## src/rtl/baa_pkg.sv

```systemverilog
`timescale 1ns / 1ps
// ----------------------------------------------------------------------------
// baa_pkg
// Shared types and constants for the bias add and activation block.
// ----------------------------------------------------------------------------
package baa_pkg;

  localparam int DATA_W      = 32;
  localparam int CH_W        = 10;
  localparam int MAX_CH      = 1024;
  localparam int POS_W       = 16;
  localparam int MODE_W      = 3;
  localparam int CLIP_W      = 31;
  localparam int CFG_IDX_W   = 8;
  localparam int CFG_DATA_W  = 32;
  localparam int IN_TDATA_W  = 80;
  localparam int OUT_TDATA_W = 48;

  // activation modes
  localparam logic [MODE_W-1:0] MODE_BIAS  = 3'd0;
  localparam logic [MODE_W-1:0] MODE_RELU  = 3'd1;
  localparam logic [MODE_W-1:0] MODE_RELU6 = 3'd2;
  localparam logic [MODE_W-1:0] MODE_LEAKY = 3'd3;
  localparam logic [MODE_W-1:0] MODE_HSWSH = 3'd4;

  // register indexes
  localparam logic [CFG_IDX_W-1:0] REG_ACT_MODE   = 8'd0;
  localparam logic [CFG_IDX_W-1:0] REG_BIAS_EN    = 8'd1;
  localparam logic [CFG_IDX_W-1:0] REG_CLIP       = 8'd2;
  localparam logic [CFG_IDX_W-1:0] REG_LEAK       = 8'd3;
  localparam logic [CFG_IDX_W-1:0] REG_HS_INV     = 8'd4;
  localparam logic [CFG_IDX_W-1:0] REG_HS_THR     = 8'd5;
  localparam logic [CFG_IDX_W-1:0] REG_HS_OFF     = 8'd6;
  localparam logic [CFG_IDX_W-1:0] REG_CH_LEN     = 8'd7;

  // request kinds on tuser
  localparam logic REQ_BIAS = 1'b0;
  localparam logic REQ_DATA = 1'b1;

  typedef enum logic [1:0] {
    MUL_SLOPE_X,
    MUL_C_X,
    MUL_RES_INV
  } mul_sel_e;

  typedef struct packed {
    logic     take_bias;
    logic     take_data;
    logic     load_x;
    logic     load_prep;
    logic     mul_en;
    mul_sel_e mul_sel;
    logic     scale_en;
    logic     load_out;
  } ctrl_cmd_t;

  typedef struct packed {
    logic hswish;
    logic need_mul;
    logic out_free;
  } ctrl_status_t;

  function automatic logic signed [DATA_W-1:0] sat_sum(input logic signed [DATA_W:0] v);
    logic signed [DATA_W-1:0] r;
    if (v[DATA_W] != v[DATA_W-1]) begin
      r = v[DATA_W] ? {1'b1, {(DATA_W-1){1'b0}}} : {1'b0, {(DATA_W-1){1'b1}}};
    end else begin
      r = v[DATA_W-1:0];
    end
    return r;
  endfunction

  function automatic logic signed [DATA_W-1:0] sat_wide(input logic signed [2*DATA_W-1:0] v);
    logic signed [DATA_W-1:0] r;
    logic                     all_one;
    logic                     all_zero;
    all_one  = &v[2*DATA_W-1:DATA_W-1];
    all_zero = ~|v[2*DATA_W-1:DATA_W-1];
    if (all_one || all_zero) begin
      r = v[DATA_W-1:0];
    end else if (v[2*DATA_W-1]) begin
      r = {1'b1, {(DATA_W-1){1'b0}}};
    end else begin
      r = {1'b0, {(DATA_W-1){1'b1}}};
    end
    return r;
  endfunction

endpackage

```

## src/rtl/baa_ctrl.sv

```systemverilog
`timescale 1ns / 1ps
// ----------------------------------------------------------------------------
// baa_ctrl
// Sequencer: accepts requests and steps the datapath through bias add,
// activation, shared multiplier passes and the output load.
// ----------------------------------------------------------------------------
module baa_ctrl (
  input  logic                  clk_i,
  input  logic                  rst_ni,
  input  logic                  req_valid_i,
  input  logic                  req_kind_i,
  output logic                  req_ready_o,
  input  baa_pkg::ctrl_status_t status_i,
  output baa_pkg::ctrl_cmd_t    cmd_o
);
  import baa_pkg::*;

  typedef enum logic [2:0] {
    ST_IDLE,
    ST_ADD,
    ST_PREP,
    ST_MUL,
    ST_SCALE,
    ST_OUT
  } state_e;

  state_e state_q;
  logic   second_q;

  always_ff @(posedge clk_i or negedge rst_ni) begin
    if (!rst_ni) begin
      state_q  <= ST_IDLE;
      second_q <= 1'b0;
    end else begin
      unique case (state_q)
        ST_IDLE: begin
          second_q <= 1'b0;
          if (req_valid_i && req_kind_i == REQ_DATA) state_q <= ST_ADD;
        end
        ST_ADD:  state_q <= ST_PREP;
        ST_PREP: state_q <= status_i.need_mul ? ST_MUL : ST_OUT;
        ST_MUL:  state_q <= ST_SCALE;
        ST_SCALE: begin
          if (status_i.hswish && !second_q) begin
            second_q <= 1'b1;
            state_q  <= ST_MUL;
          end else begin
            state_q <= ST_OUT;
          end
        end
        ST_OUT: begin
          if (status_i.out_free) state_q <= ST_IDLE;
        end
        default: state_q <= ST_IDLE;
      endcase
    end
  end

  assign req_ready_o = (state_q == ST_IDLE);

  always_comb begin
    cmd_o           = '0;
    cmd_o.mul_sel   = MUL_SLOPE_X;
    cmd_o.take_bias = req_ready_o && req_valid_i && (req_kind_i == REQ_BIAS);
    cmd_o.take_data = req_ready_o && req_valid_i && (req_kind_i == REQ_DATA);
    cmd_o.load_x    = (state_q == ST_ADD);
    cmd_o.load_prep = (state_q == ST_PREP);
    cmd_o.mul_en    = (state_q == ST_MUL);
    cmd_o.scale_en  = (state_q == ST_SCALE);
    cmd_o.load_out  = (state_q == ST_OUT) && status_i.out_free;
    if (second_q) begin
      cmd_o.mul_sel = MUL_RES_INV;
    end else if (status_i.hswish) begin
      cmd_o.mul_sel = MUL_C_X;
    end
  end

endmodule

```

## config.mk

```make
export PLATFORM = sky130hd
export DESIGN_NAME = baa_ctrl
export DESIGN_NICKNAME = d
export VERILOG_FILES = /design/src/rtl/baa_pkg.sv /design/src/rtl/baa_ctrl.sv
export SDC_FILE = /design/constraint.sdc
export NUM_CORES = 1
export LEC_CHECK = 0
export BUFFER_PORTS_ARGS = -buffer_cell sky130_fd_sc_hd__buf_2
export CAP_MARGIN = 20
export CORE_AREA = 2 2 39 41
export DETAILED_ROUTE_END_ITERATION = 16
export DIE_AREA = 0 0 41 43
export SETUP_SLACK_MARGIN = 0.4
export SLEW_MARGIN = 20
export SYNTH_ARGS = -nofsm -noshare
export SYNTH_HDL_FRONTEND = slang
export SYNTH_SLANG_ARGS = --single-unit
```

## constraint.sdc

```tcl
create_clock -name clk_i -period 2.1 [get_ports clk_i]
set_input_delay 0.42 -clock clk_i [delete_from_list [all_inputs] [get_ports clk_i]]
set_output_delay 0.42 -clock clk_i [all_outputs]
set_load 0.02 [all_outputs]
```

==> flow_summary.ini <==
[floorplanning]
die_y_um = 43
coreArea_um2 = 1380
io_pins = 17
start_util = 0.231
num_rows = 14
die_w_um = 41
dieArea_um2 = 1760

[min_path]
holdCritStartpoint = status_i[0]
hold_path.class = in2reg

[drt]
top_layer = met3
wl_met3_um = 71
num_vias = 334
first_pass_iters = 6
routed_wl_um = 829
dr.first_iter.drc_count = 7
routedWlPerCell_um = 11.2
ant_nets = 0
met1_length_um = 384
wl_met2_um = 373
route.detailed.drc = 0
viasPerCell = 4.51

[job]
drv_cap = 0

[sta]
slew_headroom = 0.819
fmax_mhz = 614
min_period_ps = 1630
tightest_slew_ps = 268
rsz0062_at_grt = yes
hold_violations = 0
setup_viol = 0
slew_viol_final = 0
tns_ps = 0
clock_skew_ps = 0.773
min_period_over_period = 0.776

[clock_tree]
clock-root-buffer = clkbuf_4
htree_levels = 1
clock_path_buffers = 2
cts.clk_slew.worst_paths_ps = 40
cts_tree = built
clk_latency_ps = 230
clock_sinks = 4
numCtsBuffers = 3

[pwr]
p_total_mw = 0.728
comb_power_share = 0.621
p_int_mw = 0.402
peakVddDrop_mv = 0.663
swShare = 0.447
p_switching_mw = 0.325
leakage_nw = 0.246
power_per_cell_area_nw_per_um2 = 1510
pwr-share-clk = 0.130
seq_power_share = 0.249

[setup_path]
worstPathMaxFanout = 6
crit_type = reg2out
regToRegStartpoint = state_q[1]$_DFFE_PN0P_
start_kind = register
required_ps = 1680
startpoint = state_q[0]$_DFFE_PN0P_
crit_path_end_kind = output pin
crit_arrival_ps = 1210

[logic_synthesis]
ys_seq_area_frac = 0.314
netlist_instances = 34
syn_nets = 41
synth_seq_cells = 4
syn_area_um2 = 319
netlist-cell-type-count = 23
yosys_warnings = 0
avgSynthCellArea_um2 = 9.38

[layout]
final_nets = 67
drive_gt1_frac = 0.586
fin_util = 0.349
areaGrowthSynthToFinish_pct = 51.4
fin_area_um2 = 483
diodes = 0

[global_routing]
grt_usage = 0.102
grt_pass1_vias = 272
antenna_found_initial = 0
grt-ovfl-total = 0
grt_pass1_wl_mm = 1.19
grt_max_degree = 12

[placement]
gp_congestion = 0.689
postPlaceCellArea_um2 = 384
io_buffers = 16
hpwl_um = 521

[outcome]
outcome = complete, no violations
## power by group through the flow
stage                     combinational [mW]  sequential, mW  clock (mW)
after detailed placement               0.319           0.198           0
after floorplan                        0.339           0.131           0
after global placement                 0.315           0.196           0
after global routing                   0.493           0.190       0.106
final                                  0.452           0.181      0.0946
after CTS                              0.339           0.203      0.0977
## what timing repair did
| action | 4_1_cts | 5_1_grt |
|---|---|---|
| buffers inserted | 1 | 7 |
| gates resized for setup | 3 | 3 |
| setup endpoints to repair | 5 | 6 |
| pin swaps | 1 | 0 |
| hold buffers | 1 | 0 |
| gates cloned | 0 | 0 |
| endpoints found under the hold margin | 4 | 0 |
## flip-flops by register name (all words and copies together), names as in the netlist
signal,count
second_q,1
state_q,3
## final timing paths
path | to | slack [ps] | depth (start not counted)
min in group asynchronous | state_q[2]$_DFFE_PN0P_ | 520 | 2
max in group asynchronous | state_q[0]$_DFFE_PN0P_ | 1450 | 2
setup / recovery | cmd_o[7] | 470 | 3
hold reg to reg | second_q$_DFFE_PN0P_ | 570 | 2
hold / removal | state_q[0]$_DFFE_PN0P_ | 490 | 3
setup reg to reg | second_q$_DFFE_PN0P_ | 760 | 4
## Yosys cell counts
master | number | area share
buf_4 | 1 | 0.024
and2_1 | 2 | 0.039
nand2_1 | 1 | 0.012
buf_2 | 1 | 0.016
a21oi_2 | 1 | 0.027
a211oi_1 | 1 | 0.024
a311o_1 | 1 | 0.031
dfrtp_1 | 4 | 0.31
and3b_1 | 1 | 0.027
inv_1 | 2 | 0.024
a221oi_1 | 1 | 0.027
or3b_4 | 1 | 0.035
nor4bb_1 | 1 | 0.031
nor3_4 | 1 | 0.051
nor2b_1 | 2 | 0.039
or2b_1 | 1 | 0.024
and3_1 | 1 | 0.020
nor3_1 | 1 | 0.016
buf_6 | 2 | 0.071
o32ai_1 | 1 | 0.027
nor2_1 | 3 | 0.035
nor3b_1 | 2 | 0.047
nand2b_1 | 2 | 0.039
## logic make-up (layout without fill, tap and decap cells)
family / count (synthesis) / count (layout) / synth area share
flip-flops: 4 / 4 / 0.314
AO/OA/AOI/OAI: 5 / 5 / 0.137
AND/OR/NAND/NOR: 19 / 19 / 0.416
buffers and inverters: 6 / 30 / 0.133
## per-stage QoR
step | cells | worst slack (ps) | hold WS (ps)
2_1_floorplan | 34 | 548 | 124
3_3_place_gp | 62 | 606 | 234
3_5_place_dp | 62 | 589 | 230
4_1_cts | 67 | 415 | 489
5_1_grt | 74 | 391 | 516
6_report | 74 | 470 | 494
## area by class of cell
cell class              count  area, um^2
fillers                   152         901
multi-input cells          24         181
well taps                  16        20.0
inverters                   2        7.51
clock buffers               3        22.5
repair buffers             25         148
flip-flops and latches      4         104
## cell usage in the layout, fill, tap and decap left out, types with 2 or more instances in the layout
| cell | count |
|---|---|
| and2_1 | 2 |
| buf_2 | 14 |
| buf_4 | 7 |
| clkbuf_2 | 3 |
| clkbuf_4 | 3 |
| dfrtp_2 | 3 |
| inv_1 | 2 |
| nand2b_1 | 2 |
| nor2_1 | 3 |
| nor2b_1 | 2 |
## routing by layer
| metal | up-vias | track usage |
|---|---|---|
| li1 | 166 | - |
| met1 | 154 | 0.145 |
| met2 | 14 | 0.131 |
| met3 | 0 | 0.0628 |
| met4 | 0 | 0.0200 |
| met5 | - | 0 |
## critical path: stages, from the launching register on
cell and delay [ps]:
dfrtp_2 440, nor3_4 210, and3_1 170, buf_2 160
Note: power is estimated with default switching activity, not from simulation.
